### config.mk
export PLATFORM = sky130hd
export DESIGN_NAME = hsv_hsl_to_rgb_unit
export DESIGN_NICKNAME = d
export VERILOG_FILES = /design/src/rtl/hsvrgb_pkg.sv /design/src/rtl/hsv_hsl_to_rgb_unit.sv
export SDC_FILE = /design/constraint.sdc
export NUM_CORES = 2
export LEC_CHECK = 0
export ABC_AREA = 1
export BUFFER_PORTS_ARGS = -buffer_cell sky130_fd_sc_hd__buf_2
export CAP_MARGIN = 10
export CORE_MARGIN = 10
export CORE_UTILIZATION = 60
export DETAILED_ROUTE_END_ITERATION = 10
export PLACE_DENSITY = 0.76
export SYNTH_ARGS = -nofsm -noshare
export SYNTH_HDL_FRONTEND = slang
export SYNTH_SLANG_ARGS = --single-unit
### constraint.sdc
create_clock -name clk -period 6.3 [get_ports clk]
set_clock_uncertainty 0.05 [all_clocks]
set_input_delay 0.63 -clock clk [delete_from_list [all_inputs] [get_ports clk]]
set_output_delay 0.63 -clock clk [all_outputs]
set_load 0.005 [all_outputs]
### src/rtl/hsvrgb_pkg.sv
// Shared types and fixed constants for the HSV/HSL to RGB converter.
`default_nettype none

package hsvrgb_pkg;

    typedef enum logic [0:0] {
        MODEL_HSV = 1'b0,
        MODEL_HSL = 1'b1
    } colour_model_t;

    localparam int unsigned Y_W         = 12;
    localparam int unsigned DIV15_W     = 16;
    localparam int unsigned DIV15_SHIFT = 19;
    localparam int unsigned PROD_W      = Y_W + DIV15_W;
    localparam int unsigned Q_W         = PROD_W - DIV15_SHIFT;

    localparam logic [DIV15_W-1:0] DIV15_MUL = 16'd34953;
    localparam logic [Q_W-1:0]     BYTE_MAX  = 9'd255;

    localparam int unsigned SECTORS = 6;

endpackage : hsvrgb_pkg

`default_nettype wire

### src/rtl/hsv_hsl_to_rgb_unit.sv
// Six-stage pipelined HSV/HSL to 8-bit RGB colour converter.
// Each accepted input word is registered through stages 1 to 6 in turn.
// Throughput: one word per cycle while out_stall is low; each stage holds one word and a free stage
// takes the next word while a later stage stalls.
// Reset clears every stage valid bit and sets the colour model to HSV.
`default_nettype none

module hsv_hsl_to_rgb_unit #(
    parameter int unsigned HUE_FRAC_BITS  = 6,
    parameter int unsigned UNIT_FRAC_BITS = 12
) (
    input  logic                        clk,
    input  logic                        rst_n,
    input  logic                        cfg_we,
    input  logic                        cfg_wdata,
    input  logic                        in_valid,
    output logic                        in_stall,
    input  logic [HUE_FRAC_BITS+8:0]    hue,
    input  logic [UNIT_FRAC_BITS:0]     saturation_in,
    input  logic [UNIT_FRAC_BITS:0]     level,
    output logic                        out_valid,
    input  logic                        out_stall,
    output logic [7:0]                  red,
    output logic [7:0]                  green,
    output logic [7:0]                  blue
);

    import hsvrgb_pkg::*;

    localparam int unsigned HF   = HUE_FRAC_BITS;
    localparam int unsigned UF   = UNIT_FRAC_BITS;
    localparam int unsigned HW   = HF + 9;
    localparam int unsigned HI_W = HW - HF;
    localparam int unsigned UW   = UF + 1;
    localparam int unsigned XW   = HF + 6;
    localparam int unsigned CW   = 2 * UF + 1;
    localparam int unsigned NW   = HF + 7 + 2 * UF;
    localparam int unsigned ZW   = NW + 9;
    localparam int unsigned K    = 4 + HF + 2 * UF;

    localparam int unsigned H6       = 60 << HF;
    localparam int unsigned UNIT_ONE = 1 << UF;

    localparam logic [HW-1:0] HUE_MAX  = HW'(360 << HF);
    localparam logic [UW-1:0] UNIT_MAX = UW'(UNIT_ONE);
    localparam logic [ZW-1:0] DEN_Z    = ZW'(2 * H6) << (2 * UF);

    colour_model_t colour_model_reg;

    // stage valid bits and ready chain
    logic v1_reg, v2_reg, v3_reg, v4_reg, v5_reg, v6_reg;
    logic rdy1, rdy2, rdy3, rdy4, rdy5, rdy6;

    // stage 1
    logic [2:0]      sector1_reg, sector1_next;
    logic [XW-1:0]   xw1_reg, xw1_next;
    logic [UW-1:0]   a1_reg, a1_next;
    logic [UW-1:0]   s1_reg, s1_next;
    logic [UW-1:0]   l1_reg, l1_next;
    colour_model_t   model1_reg;

    // stage 2
    logic [2:0]      sector2_reg;
    logic [XW-1:0]   xw2_reg;
    logic [UW-1:0]   l2_reg;
    logic [CW-1:0]   cnum2_reg, cnum2_next;
    colour_model_t   model2_reg;

    // stage 3
    logic [2:0]      sector3_reg;
    logic [NW-1:0]   cc3_reg, cc3_next;
    logic [NW-1:0]   xx3_reg, xx3_next;
    logic [NW-1:0]   m3_reg, m3_next;

    // stage 4, 5, 6
    logic [NW-1:0]   num4_reg [3];
    logic [NW-1:0]   num4_next [3];
    logic [Y_W-1:0]  y5_reg [3];
    logic [Y_W-1:0]  y5_next [3];
    logic [7:0]      byte6_reg [3];
    logic [7:0]      byte6_next [3];

    assign rdy6 = !v6_reg || !out_stall;
    assign rdy5 = !v5_reg || rdy6;
    assign rdy4 = !v4_reg || rdy5;
    assign rdy3 = !v3_reg || rdy4;
    assign rdy2 = !v2_reg || rdy3;
    assign rdy1 = !v1_reg || rdy2;

    assign in_stall  = !rdy1;
    assign out_valid = v6_reg;
    assign red       = byte6_reg[0];
    assign green     = byte6_reg[1];
    assign blue      = byte6_reg[2];

    always_ff @(posedge clk or negedge rst_n)
    begin
        if (!rst_n)
        begin
            colour_model_reg <= MODEL_HSV;
        end
        else if (cfg_we)
        begin
            colour_model_reg <= colour_model_t'(cfg_wdata);
        end
    end

    always_ff @(posedge clk or negedge rst_n)
    begin
        if (!rst_n)
        begin
            v1_reg <= 1'b0;
            v2_reg <= 1'b0;
            v3_reg <= 1'b0;
            v4_reg <= 1'b0;
            v5_reg <= 1'b0;
            v6_reg <= 1'b0;
        end
        else
        begin
            if (rdy1) v1_reg <= in_valid;
            if (rdy2) v2_reg <= v1_reg;
            if (rdy3) v3_reg <= v2_reg;
            if (rdy4) v4_reg <= v3_reg;
            if (rdy5) v5_reg <= v4_reg;
            if (rdy6) v6_reg <= v5_reg;
        end
    end

    // stage 1: clamp, hue sector, position in sector, chroma factor
    always_comb
    begin
        logic [HW-1:0]   h_c;
        logic [HI_W-1:0] hi;
        logic [HW-1:0]   r_full;
        logic [XW-1:0]   r;
        logic [UW:0]     two_l;
        logic [UW:0]     l_dist;
        logic [UW-1:0]   l_c;

        h_c   = (hue > HUE_MAX) ? HUE_MAX : hue;
        s1_next = (saturation_in > UNIT_MAX) ? UNIT_MAX : saturation_in;
        l_c   = (level > UNIT_MAX) ? UNIT_MAX : level;
        l1_next = l_c;

        hi = h_c[HW-1:HF];
        sector1_next = 3'd0;
        for (int i = 1; i <= SECTORS; i++)
        begin
            if (hi >= HI_W'(60 * i))
            begin
                sector1_next = sector1_next + 3'd1;
            end
        end

        r_full = h_c - HW'(sector1_next) * HW'(H6);
        r      = r_full[XW-1:0];
        xw1_next = sector1_next[0] ? (XW'(H6) - r) : r;

        two_l = {l_c, 1'b0};
        l_dist = (two_l >= (UW+1)'(UNIT_ONE)) ? (two_l - (UW+1)'(UNIT_ONE))
                                              : ((UW+1)'(UNIT_ONE) - two_l);
        if (colour_model_reg == MODEL_HSL)
        begin
            a1_next = UW'((UW+1)'(UNIT_ONE) - l_dist);
        end
        else
        begin
            a1_next = l_c;
        end
    end

    // stage 2: chroma product
    assign cnum2_next = CW'(a1_reg) * CW'(s1_reg);

    // stage 3: chroma, second component and offset over the common scale
    always_comb
    begin
        logic [NW-1:0] lu;
        logic [NW-1:0] cn;

        lu = NW'(l2_reg) << UF;
        cn = NW'(cnum2_reg);
        cc3_next = cn * NW'(2 * H6);
        xx3_next = cn * NW'({xw2_reg, 1'b0});
        if (model2_reg == MODEL_HSL)
        begin
            m3_next = ((lu << 1) - cn) * NW'(H6);
        end
        else
        begin
            m3_next = (lu - cn) * NW'(2 * H6);
        end
    end

    // stage 4: place components by sector and add the offset
    always_comb
    begin
        logic [NW-1:0] ch [3];

        ch[0] = '0;
        ch[1] = '0;
        ch[2] = '0;
        unique case (sector3_reg)
            3'd1:
            begin
                ch[0] = xx3_reg;
                ch[1] = cc3_reg;
            end
            3'd2:
            begin
                ch[1] = cc3_reg;
                ch[2] = xx3_reg;
            end
            3'd3:
            begin
                ch[1] = xx3_reg;
                ch[2] = cc3_reg;
            end
            3'd4:
            begin
                ch[2] = cc3_reg;
                ch[0] = xx3_reg;
            end
            3'd5:
            begin
                ch[2] = xx3_reg;
                ch[0] = cc3_reg;
            end
            default:
            begin
                ch[0] = cc3_reg;
                ch[1] = xx3_reg;
            end
        endcase
        for (int c = 0; c < 3; c++)
        begin
            num4_next[c] = ch[c] + m3_reg;
        end
    end

    // stage 5: scale by 510, add rounding term, drop the power-of-two part
    always_comb
    begin
        logic [ZW-1:0] z [3];

        for (int c = 0; c < 3; c++)
        begin
            z[c] = (ZW'(num4_reg[c]) << 9) - (ZW'(num4_reg[c]) << 1) + DEN_Z;
            y5_next[c] = z[c][K +: Y_W];
        end
    end

    // stage 6: divide by fifteen and saturate
    always_comb
    begin
        logic [PROD_W-1:0] p [3];
        logic [Q_W-1:0]    q [3];

        for (int c = 0; c < 3; c++)
        begin
            p[c] = PROD_W'(y5_reg[c]) * PROD_W'(DIV15_MUL);
            q[c] = p[c][DIV15_SHIFT +: Q_W];
            byte6_next[c] = (q[c] > BYTE_MAX) ? 8'hFF : q[c][7:0];
        end
    end

    always_ff @(posedge clk)
    begin
        if (rdy1 && in_valid)
        begin
            sector1_reg <= sector1_next;
            xw1_reg     <= xw1_next;
            a1_reg      <= a1_next;
            s1_reg      <= s1_next;
            l1_reg      <= l1_next;
            model1_reg  <= colour_model_reg;
        end
        if (rdy2 && v1_reg)
        begin
            sector2_reg <= sector1_reg;
            xw2_reg     <= xw1_reg;
            l2_reg      <= l1_reg;
            cnum2_reg   <= cnum2_next;
            model2_reg  <= model1_reg;
        end
        if (rdy3 && v2_reg)
        begin
            sector3_reg <= sector2_reg;
            cc3_reg     <= cc3_next;
            xx3_reg     <= xx3_next;
            m3_reg      <= m3_next;
        end
        if (rdy4 && v3_reg)
        begin
            num4_reg <= num4_next;
        end
        if (rdy5 && v4_reg)
        begin
            y5_reg <= y5_next;
        end
        if (rdy6 && v5_reg)
        begin
            byte6_reg <= byte6_next;
        end
    end

endmodule : hsv_hsl_to_rgb_unit

`default_nettype wire

==> key figures <==
Setup path
  – Worst path most repeated cell: fa_1
  – CP Max Fanout: 13
  – Worst path max stage delay: approximately 0.73 ns
  – Critical Path RT: between 6 and 7 ns
  – Worst path cell trace: nand2_1, fa_1, inv_1, fa_1, fa_1, inv_1, fa_1, fa_1, inv_1, ha_1, a21o_1, inv_1, o21ai_0, nand2_1, o211ai_1, a21oi_1, o21ai_0, a21boi_0, o21ai_0, xor2_1
  – Crit start category: flop
  – Crit path capture type: flop
  – Critical path type: reg -> reg
  – Slowest CP cell: edfxtp_1
  – CP arrival: 6.21 ns

Layout
  – Area grow syn2layout: 7.359%
  – Max reg flops: approximately 110
  – # nets final: just under 8000
  – Final core occ: 64.93%
  – Final Cell Area: around 0.056 mm2
  – Fraction of layout cells with a size suffix above 1: under 10%

Clock tree
  – Root Buffer: clkbuf_16
  – CTS tree: yes
  – Clk sinks: 380
  – Worst-Skew Late Latency: roughly 0.61 ns
  – Total CTS buffers: 47
  – Htree depth: 2
  – Clk slew on worst S/H paths: 0.06 ns
  – Clk buf depth: 3
  – Post-CTS Setup Repair Bufs: 0

Die
  – Die W: approximately 320 um
  – Die Area: approximately 0.10 mm2
  – I/O pin count: between 70 and 80
  – Starting Density: between 60% and 70%
  – Row cnt: roughly 110
  – Die height: ~320 um
  – Core ar.: 0.08689 mm2

Yosys
  – Mean Syn Cell Area: 8.273 um2
  – Synth Cell Area: between 0.05 and 0.06 mm2
  – Number of synthesized flops with an enable pin: 373
  – Synth Warn #: 0
  – Ys async rst share: between 1.5 and 2%
  – Synth Net Count: roughly 7600
  – Yosys cell types: a little under 60
  – Post-Syn Instances: 6352
  – Main synth FF type: edfxtp_1
  – Post-synthesis sequential area ratio: a little over a fifth
  – Number of synthesized register bits: 380

Timing
  – Fmax: 168.4 MHz
  – Final Slew Violations: 0
  – Worst slew pin tran: slightly above 1 ns
  – Max-slew headroom: 31.53%
  – RSZ-0062 raised after global routing: no
  – Final setup vio count: 0
  – Crit share post-route: a little over nine tenths
  – Period minus WS final: 5.939 ns
  – Hold Violations, Final: 0

Placement
  – IO buf count: slightly above 70
  – Gpl congestion: roughly 1
  – DP Area: approximately 0.055 mm2
  – DP HPWL: ~110 mm

Global route
  – Met2 Use GR: a little under half
  – Initial antenna violation count: 2
  – Gr ovfl total: 0
  – GRT busiest layer: met2
  – GR Util met3: about 3.7%
  – GRT Overall Usage: 27.25%
  – Largest net degree at the start of global routing: between 70 and 80
  – First-pass GRT wire length: 220.7 mm
  – GR Util met1: between 30% and 40%
  – Vias in the first global route: between 40000 and 50000

Drt
  – Vias after detailed routing: around 43000
  – Final wirelength: between 100 and 150 mm
  – Vias per inst: approximately 5.6
  – Drt pass-1 iters: 8
  – Routed WL per cell: roughly 18 um
  – Initial DRC count: around 3300
  – DRC: 0
  – Detail Route Antenna Nets: 0

Status
  – Status: completed

Flow run
  – MaxCap Viol Count: 0

Worst hold path
  – HP Class: in -> reg
-- synthesized netlist by cell type, types with 54 or more instances --
| cell | count | area, um2 |
|---|---|---|
| nand4_1 | 60 | 375.4 |
| nand2_1 | 1286 | 4827 |
| ha_1 | 684 | 8558 |
| nor2_1 | 385 | 1445 |
| fa_1 | 522 | 10450 |
| o21ai_0 | 261 | 1306 |
| a31oi_1 | 54 | 337.8 |
| xor2_1 | 200 | 1752 |
| nand3_1 | 191 | 955.9 |
| o22ai_1 | 87 | 544.3 |
| clkbuf_1 | 112 | 420.4 |
| xnor2_1 | 95 | 832.1 |
| a21oi_1 | 411 | 2057 |
| inv_1 | 1261 | 4733 |
| edfxtp_1 | 373 | 11200 |
-- final timing paths --
check / startpoint / depth (start not counted) / slack, ns / endpoint
max reg2reg: s1_reg[3] / 20 / 0.36 / cnum2_reg[19]
min reg2reg: model1_reg / 0 / 0.37 / model2_reg
min in group asynchronous: rst_n / 2 / 0.36 / v2_reg
max in group asynchronous: rst_n / 2 / 5.62 / colour_model_reg
min: saturation_in[12] / 1 / 0.20 / s1_reg[12]
max: s1_reg[3] / 20 / 0.36 / cnum2_reg[19]
-- layout by cell type, fill, tap and decap left out, types with 9 or more instances in the layout --
master,synthesis,layout
buf_4,2,107
xor2_1,200,199
nor3_1,51,51
nand4_1,60,60
o21a_1,19,19
a21o_1,48,48
a21oi_1,411,410
o21ai_0,261,261
o21bai_1,30,30
o22ai_1,87,87
nor4_1,43,43
nand2_1,1286,1286
o221ai_1,9,9
nor2_1,385,383
a31oi_1,54,54
a211oi_1,13,13
o211ai_1,25,25
inv_1,1261,1259
bufinv_16,0,9
fa_1,522,522
ha_1,684,684
xnor2_1,95,95
buf_2,2,72
clkbuf_16,0,48
o31ai_1,16,16
nand3_1,191,191
edfxtp_1,373,373
-- per-stage QoR --
stage,cells,setup TNS (ns),worst slack (ns),hold WS (ns)
finish,7653,0,0.3608,0.1958
detailed placement,7565,-0.1410,-0.1410,0.3545
CTS,7651,0,0.4515,0.1723
global route,7653,0,0.002305,0.1907
global placement,7565,-0.08133,-0.08133,0.3504
floorplan,6352,0,0.2174,0.2844
-- area by class of cell --
| cell class | instances | area [um2] |
|---|---|---|
| antenna | 2 | 5.005 |
| clock buffer | 52 | 1216 |
| clock inverter | 33 | 461.7 |
| fill | 7356 | 30470 |
| inverter | 1267 | 4756 |
| multi-input combinational | 4584 | 35990 |
| sequential | 380 | 11380 |
| tap | 1155 | 1445 |
| timing repair buffer | 180 | 1174 |
-- metal layers --
metal	vias up	part of all wire [%]
met3	316	6.0
met2	1384	47
met1	20140	42
met4	0	5.2
met5	-	0
li1	20870	-
-- what timing repair did --
item,in CTS,in global routing
hold endpoints to repair,7,0
resized for setup,0,1
hold buffers,1,0
endpoints found under the setup margin,0,2
-- worst max-delay path: cells and delay by family, from the launching register on --
| kind | cells | cell delay [ns] |
|---|---|---|
| AO/OA/AOI/OAI | 7 | 1.26 |
| XOR/XNOR | 1 | 0.17 |
| adder cells (fa/ha/maj) | 6 | 2.96 |
| buffers and inverters | 4 | 0.24 |
| flip-flops | 1 | 0.73 |
| AND/OR/NAND/NOR | 2 | 0.27 |
-- cell families after synthesis --
| family | Yosys count | synth area share [%] |
|---|---|---|
| buf+inv | 1388 | 9.947 |
| compound gates | 1014 | 11.08 |
| flops | 380 | 21.65 |
| fa+ha+maj | 1206 | 36.17 |
| xor+xnor | 295 | 4.916 |
| simple gates | 2069 | 16.24 |
Power is not shown: default switching activity piles up to over one toggle a cycle in this logic, so the estimate is an artifact.
